$ cat src/rtl/core/llsk_pkg.sv
// Package: shared types and constants for the loglog sketch update block.
package llsk_pkg;
    localparam int KEY_W = 64;
    localparam int SEED_W = 32;
    localparam int RANK_W = 7;
    localparam int SUM_W = 17;
    localparam int ZCNT_W = 11;
    localparam int IDXF_W = 10;
    localparam logic [RANK_W-1:0] MAX_RANK = 7'd64;
    localparam logic [RANK_W-1:0] RANK_LIMIT_RST = 7'd32;
    localparam logic [63:0] HASH_C1 = 64'h87c37b91114253d5;
    localparam logic [63:0] HASH_C2 = 64'h4cf5ad432745937f;
    localparam logic [63:0] FMIX_C1 = 64'hff51afd7ed558ccd;
    localparam logic [63:0] FMIX_C2 = 64'hc4ceb9fe1a85ec53;
    localparam logic CMD_INSERT = 1'b0;
    localparam logic CMD_CLEAR = 1'b1;
    localparam logic CFG_SEED = 1'b0;
    localparam logic CFG_LIMIT = 1'b1;

    typedef struct packed {
        logic [KEY_W-1:0] w0;
        logic [KEY_W-1:0] w1;
    } hash_pair_t;
endpackage

$ cat src/rtl/core/llsk_mul64.sv
// Multi-cycle 64x64 low-half multiplier, one 32x32 product per cycle.
module llsk_mul64 (
    input  logic        clk,
    input  logic        rst_n,
    input  logic        start,
    input  logic [63:0] a,
    input  logic [63:0] b,
    output logic        done,
    output logic [63:0] p
);
    logic [2:0]  step_reg;
    logic [63:0] acc_reg;
    logic [63:0] a_reg, b_reg;
    logic [31:0] x, y;
    logic [63:0] prod_reg;
    logic        busy_reg;

    always_comb
    begin
        case (step_reg)
            3'd0: begin x = a_reg[31:0];  y = b_reg[31:0];  end
            3'd1: begin x = a_reg[31:0];  y = b_reg[63:32]; end
            default: begin x = a_reg[63:32]; y = b_reg[31:0]; end
        endcase
    end

    always_ff @(posedge clk or negedge rst_n)
    begin
        if (!rst_n)
        begin
            step_reg <= '0;
            busy_reg <= 1'b0;
            done     <= 1'b0;
        end
        else
        begin
            done <= 1'b0;
            if (start)
            begin
                busy_reg <= 1'b1;
                step_reg <= '0;
            end
            else if (busy_reg)
            begin
                step_reg <= step_reg + 3'd1;
                if (step_reg == 3'd3)
                begin
                    busy_reg <= 1'b0;
                    done     <= 1'b1;
                end
            end
        end
    end

    always_ff @(posedge clk)
    begin
        if (start)
        begin
            a_reg   <= a;
            b_reg   <= b;
            acc_reg <= '0;
        end
        else if (busy_reg)
        begin
            prod_reg <= {32'd0, x} * {32'd0, y};
            case (step_reg)
                3'd1: acc_reg <= acc_reg + prod_reg;
                3'd2: acc_reg <= acc_reg + {prod_reg[31:0], 32'd0};
                3'd3: acc_reg <= acc_reg + {prod_reg[31:0], 32'd0};
                default: acc_reg <= acc_reg;
            endcase
        end
    end

    assign p = acc_reg;
endmodule

$ cat src/rtl/core/llsk_hash.sv
// Sequential MurmurHash3 x64 128 of one 8-byte key on a shared multiplier.
module llsk_hash
    import llsk_pkg::*;
(
    input  logic        clk,
    input  logic        rst_n,
    input  logic        start,
    input  logic [63:0] key,
    input  logic [31:0] seed,
    output logic        done,
    output hash_pair_t  result
);
    localparam logic [3:0] H_IDLE = 4'd0;
    localparam logic [3:0] H_K1   = 4'd1;
    localparam logic [3:0] H_K2   = 4'd2;
    localparam logic [3:0] H_A1   = 4'd3;
    localparam logic [3:0] H_A2   = 4'd4;
    localparam logic [3:0] H_B1   = 4'd5;
    localparam logic [3:0] H_B2   = 4'd6;
    localparam logic [3:0] H_FIN  = 4'd7;

    logic [3:0]  st_reg;
    logic        wait_reg;
    logic [63:0] a_reg, b_reg, k_reg;
    logic        m_start, m_done;
    logic [63:0] m_a, m_b, m_p;

    llsk_mul64 u_mul (
        .clk(clk), .rst_n(rst_n), .start(m_start), .a(m_a), .b(m_b),
        .done(m_done), .p(m_p)
    );

    always_comb
    begin
        m_a = k_reg;
        m_b = HASH_C1;
        case (st_reg)
            H_K1: begin m_a = k_reg; m_b = HASH_C1; end
            H_K2: begin m_a = k_reg; m_b = HASH_C2; end
            H_A1, H_B1: begin m_a = k_reg; m_b = FMIX_C1; end
            H_A2, H_B2: begin m_a = k_reg; m_b = FMIX_C2; end
            default: begin m_a = k_reg; m_b = HASH_C1; end
        endcase
    end

    assign m_start = (st_reg != H_IDLE) && (st_reg != H_FIN) && !wait_reg;

    always_ff @(posedge clk or negedge rst_n)
    begin
        if (!rst_n)
        begin
            st_reg   <= H_IDLE;
            wait_reg <= 1'b0;
            done     <= 1'b0;
        end
        else
        begin
            done <= 1'b0;
            if (m_start)
            begin
                wait_reg <= 1'b1;
            end
            case (st_reg)
                H_IDLE:
                begin
                    if (start)
                    begin
                        st_reg <= H_K1;
                    end
                end
                H_FIN:
                begin
                    done   <= 1'b1;
                    st_reg <= H_IDLE;
                end
                default:
                begin
                    if (m_done)
                    begin
                        wait_reg <= 1'b0;
                        st_reg   <= st_reg + 4'd1;
                    end
                end
            endcase
        end
    end

    always_ff @(posedge clk)
    begin
        if (st_reg == H_IDLE && start)
        begin
            k_reg <= key;
            a_reg <= {32'd0, seed};
            b_reg <= {32'd0, seed};
        end
        else if (m_done)
        begin
            case (st_reg)
                H_K1: k_reg <= {m_p[32:0], m_p[63:33]};
                H_K2:
                begin
                    // a ^= k, xor in length, cross-add, then start mix of a
                    k_reg <= ((a_reg ^ m_p ^ 64'd8) + (b_reg ^ 64'd8))
                           ^ (((a_reg ^ m_p ^ 64'd8) + (b_reg ^ 64'd8)) >> 33);
                    a_reg <= (a_reg ^ m_p ^ 64'd8) + (b_reg ^ 64'd8);
                    b_reg <= (b_reg ^ 64'd8) + ((a_reg ^ m_p ^ 64'd8) + (b_reg ^ 64'd8));
                end
                H_A1: k_reg <= m_p ^ (m_p >> 33);
                H_A2:
                begin
                    a_reg <= m_p ^ (m_p >> 33);
                    k_reg <= b_reg ^ (b_reg >> 33);
                end
                H_B1: k_reg <= m_p ^ (m_p >> 33);
                H_B2: b_reg <= m_p ^ (m_p >> 33);
                default: k_reg <= k_reg;
            endcase
        end
    end

    assign result.w0 = a_reg + b_reg;
    assign result.w1 = b_reg + (a_reg + b_reg);
endmodule

$ cat config.mk
export PLATFORM = sky130hd
export DESIGN_NAME = llsk_hash
export DESIGN_NICKNAME = d
export VERILOG_FILES = /design/src/rtl/core/llsk_pkg.sv /design/src/rtl/core/llsk_mul64.sv /design/src/rtl/core/llsk_hash.sv
export SDC_FILE = /design/constraint.sdc
export NUM_CORES = 2
export LEC_CHECK = 0
export BUFFER_PORTS_ARGS = -buffer_cell sky130_fd_sc_hd__buf_4
export CAP_MARGIN = 20
export CORE_MARGIN = 4
export CORE_UTILIZATION = 37
export CTS_CLUSTER_SIZE = 14
export DETAILED_ROUTE_END_ITERATION = 10
export PLACE_DENSITY = 0.58
export SLEW_MARGIN = 20
export SYNTH_ARGS = -nofsm -noshare
export SYNTH_HDL_FRONTEND = slang
export SYNTH_SLANG_ARGS = --single-unit
$ cat constraint.sdc
create_clock -name clk -period 25 [get_ports clk]
set_input_delay 1.25 -clock clk [delete_from_list [all_inputs] [get_ports clk]]
set_output_delay 1.25 -clock clk [all_outputs]
set_load 0.01 [all_outputs]
* After elaboration in Yosys (flattened, before gate mapping)
Cells that the tools add are included.
Cells by class: add/sub/neg operators 8, multiply operators 1, eq/ne operators 12, muxes and demuxes 28, bitwise gates (word level) 7, reductions and logical operators 29
Operators by type and width (count):
- adder 64 bit | 6
- case mux 64 bit (2 select lines) | 3
- case mux 64 bit (4 select lines) | 1
- two-way mux 32 bit | 6
- case mux 64 bit (3 select lines) | 1
- bitwise XOR 64 x 31 -> 64 bit | 3
- two-way mux 64 bit | 2
- multiplier 32 x 32 -> 64 bit | 1
- bitwise XOR 64 bit | 1
- equality test 4 x 3 -> 1 bit (second input constant) | 4
- AND reduction 2 bit | 8
- two-way mux 1 bit | 10
- nonzero test 2 bit | 5
- OR reduction 2 bit | 5
- nonzero test 3 bit | 3
- equality test 4 x 2 -> 1 bit (second input constant) | 2
- two-way mux 4 bit | 2
- case mux 4 bit (2 select lines) | 1
- equality test 3 x 2 -> 1 bit (second input constant) | 2
- two-way mux 3 bit | 2
- nonzero test 5 bit | 1
- adder 4 x 1 -> 4 bit (second input constant) | 1
- equality test 4 x 1 -> 1 bit (second input constant) | 1
- zero test 4 bit | 1
- 9 further kinds | 13
Word-level totals: flip-flop bits (word level) 459, input port bits 99, output and inout bits 129, logic and storage cells 100

* Logic depth before layout (Yosys ltp)
depth in word-level cells 7, depth in mapped cells 37, mapped depth without buffers 35

* By module
Synthesis repeated with hierarchy kept, for this count alone.
Unflattened totals: cells, all modules 8427, area, all modules 72779.8 um^2
By module, submodules not included:
- llsk_mul64 | times used 1, cells an instance 5017, area each 46696.0 um^2
- llsk_hash | times used 1, cells an instance 3410, area each 26083.8 um^2

* Worst setup path before layout
Ideal clock, no wire load.
kind reg2reg, from reg u_mul.step_reg[0], to reg u_mul.prod_reg[35], data pin, setup time 0.265 ns, arrival time 8.782 ns, required time 24.735 ns, slack 15.953 ns, cell stages (with the launch flop) 34, path buffers 3, cells stage by stage dfrtp_1 > inv_1 > ha_1 > o21ai_0 > buf_1 > clkbuf_1 > mux2i_1 > clkbuf_1 > nor2_1 > fa_1 > inv_1 > fa_1 > fa_1 > fa_1 > inv_1 > fa_1 > inv_1 > fa_1 > inv_1 > fa_1 > inv_1 > fa_1 > inv_1 > ha_1 > a21o_1 > a21o_1 > a211oi_1 > o31a_2 > o21bai_1 > a21o_1 > a21o_1 > a221oi_1 > o21ai_0 > xor2_1
On the way: longest elaborated chain between the ends 4
RTL lines:
- from (decl) | RTL line llsk_mul64.sv:11 | logic [2:0] step_reg;
- from (signal assigned) | RTL line llsk_mul64.sv:45 | step_reg <= step_reg + 3'd1;
- equality test 3 x 1 -> 1 bit or zero test 3 bit (tied branches) | RTL line llsk_mul64.sv:20 | case (step_reg)
- OR reduction 2 bit (no line)
- two-way mux 32 bit | RTL line llsk_mul64.sv:20
- multiplier 32 x 32 -> 64 bit * | RTL line llsk_mul64.sv:65 | prod_reg <= {32'd0, x} * {32'd0, y};
- to (signal assigned) | RTL line llsk_mul64.sv:65
- to (decl) | RTL line llsk_mul64.sv:15 | logic [63:0] prod_reg;
Every way passes the cells marked *; elsewhere a longest branch is shown, timed or not. A chain may end at the register's enable or synchronous reset.

* Worst setup path after layout
from reg u_mul.step_reg[0], to reg u_mul.prod_reg[63], data pin
The elaborated chain is that of the path after synthesis.

==> impl_metrics.ini <==
[outcome]
status = complete, no violations

[critical_path]
crit_family = adder cells
cp_slowest_cell = buf_4
startpoint_type = flop
end_kind = flop
required_ns = 25.40
crit_type = reg2reg
crit_path_max_fanout = 46
max_stage_delay_ns = 0.77
cpMostUsedCell = fa_1
critPathArrivalTime_ns = 11.28
path_buf_inv = 4

[synthesis]
async_reset_ff_share_pct = 2.689
yosys.area_share.adder_pct = 36.60
syn_inst = 8283
yosysMostFrequentCell = inv_1
yosys.cell_types.count = 104
synth-warning-count = 0
synth-edff-count = 270
synth_top_area_share_pct = 25.63
yosys-mux-area-fraction_pct = 1.454
synth_top_family_by_area = adder cells
synth_largest_area_cell = fa_1
ys_seq_area_share_pct = 15.54
synth_compound_area_share_pct = 17.07
yosys.area_share.simple_pct = 14.86
syn_area_per_cell_um2 = 8.506
synth_common_cells = inv_1 (960), fa_1 (902), nand2_1 (851)
syn_area_mm2 = 0.07046
ys.flop_type = edfxtp_1
syn_nets = 9902
ys_top_cells_by_area = fa_1 (26%), edfxtp_1 (12%), ha_1 (11%), inv_1 (5.1%), nand2_1 (4.5%)
ys_seq_elements = 409
synth-xor-area-share_pct = 6.867

[cells_and_area]
syn_to_final_growth_pct = 9.018
drive_above_1_share_pct = 7.586
fill_cells = 19060
multi_input_area_mm2 = 0.05441
seq_area_mm2 = 0.01095
final_util_pct = 40.73
nets = 9882
fin_area_mm2 = 0.07681

[placement]
hpwlAfterDp_um = 245100
gp_congestion = 1.028
numPortBuffers = 227
placed_area_mm2 = 0.07503

[clock_tree]
ctsResizeCount = 0
path_clk_slew_ns = 0.07
clock-sinks = 409
htreeDepth = 2
cts_setup_buffers = 0
ctsHoldBuffers = 0
cts_tree = done
clk_latency_ns = 0.69
numCtsBuffers = 50
clk_path_buf_depth = 3
root_buffer = clkbuf_16

[floorplanning]
coreArea_mm2 = 0.1886
rows = 159
fp.dieH_um = 444.4
io-pin-count = 228
start_util_pct = 37.36
die-area_mm2 = 0.1975
dieWidth_um = 444.4

[sta]
finalSetupViolCount = 0
whs_ns = 0.4177
maxSlewHeadroom_pct = 24.44
fin_skew_ns = 0.05208
max_freq_mhz = 91.93
fin_setup_tns_ns = 0
tightestPinTransition_ns = 1.133
finalHoldViolCount = 0
finalCritPeriodShare_pct = 43.51
rsz0062_at_grt = false
drv_slew = 0
fin_crit_ns = 10.88

[route]
wl_um = 301600
drc = 0
ant_nets = 0
num_vias = 63390
first_pass_iters = 8
wl_per_cell_um = 27.92
drt_iter0_drc = 6672
vias_per_cell = 5.868

[global_routing]
overflow = 0
grt_pass1_wl_um = 436700
grt_pass1_vias = 63660
globalRouteTotalUtil_pct = 29.84
grt_max_degree = 78
antenna_found_initial = 14

[hold_path]
hold_class = reg2reg

[job]
max_cap_violations = 0
-- kinds of logic (layout without fill, tap and decap cells) --
group                      after synthesis  after routing
xor gates and xnor gates               545            545
other                                    0              4
DFF                                    409            409
adders and majority gates             1520           1520
muxes                                   98             98
AOI/OAI and AO/OA                     1891           1891
and+or+nand+nor                       2397           2397
buffers and inverters                 1423           1445
-- cells in the final DEF, fill, tap and decap left out, types with 114 or more instances in the layout --
master	Yosys	final
nor2_1	843	832
o21ai_0	395	393
inv_1	960	959
edfxtp_1	270	270
xnor2_1	296	296
a21oi_1	624	614
xor2_1	243	243
dfxtp_1	128	128
nand2_1	851	850
ha_1	618	618
fa_1	902	902
a21o_1	258	258
nor3_1	186	186
nand3_1	115	114
buf_4	1	385
-- path summary, 6_finish.rpt --
check                                  start                 end  slack [ns]  depth (start not counted)
setup / recovery           u_mul.step_reg[0]  u_mul.prod_reg[63]       14.12                         27
hold / removal                      k_reg[5]      u_mul.a_reg[5]        0.42                          0
setup reg to reg           u_mul.step_reg[0]  u_mul.prod_reg[63]       14.12                         27
hold reg to reg                     k_reg[5]      u_mul.a_reg[5]        0.42                          0
max in group asynchronous              rst_n   u_mul.step_reg[1]       24.32                          1
min in group asynchronous              rst_n                done        0.44                          1
-- worst reg2reg max path, delay by kind of cell (launching register included) --
family                     cells  cell delay [ns]
and+or+nand+nor                8             2.36
muxes                          1             0.77
AOI/OAI and AO/OA              3             1.53
xor gates and xnor gates       1             0.09
buffers and inverters          4             0.95
DFF                            1             0.40
adders and majority gates     10             4.54
-- stage by stage --
| step | std cells | worst slack [ns] |
|---|---|---|
| floorplan | 8283 | 15.95 |
| global placement | 10700 | 14.26 |
| detailed placement | 10710 | 14.29 |
| CTS | 10800 | 14.24 |
| global route | 10800 | 13.75 |
| finish | 10800 | 14.12 |
-- per-layer routing --
metal  vias to the layer above  global-route usage, %  part of all wire, %
li1                      27890                      -                    -
met1                     31550                  38.52                   40
met4                        10                  17.15                  7.2
met2                      3173                  46.71                   44
met5                         -                      0                0.022
met3                       774                  5.797                  8.8
-- layout make-up --
| cell class | count | share of cell area [%] |
|---|---|---|
| Clock buffer | 67 | 1.833 |
| Multi-Input combinational cell | 6451 | 70.84 |
| Timing Repair Buffer | 388 | 3.835 |
| Clock inverter | 27 | 0.4577 |
| Tap cell | 2495 | 4.064 |
| Sequential cell | 409 | 14.25 |
| Antenna cell | 4 | 0.01303 |
| Inverter | 963 | 4.709 |
Power is not shown: default switching activity piles up to over one toggle a cycle in this logic, so the estimate is an artifact.
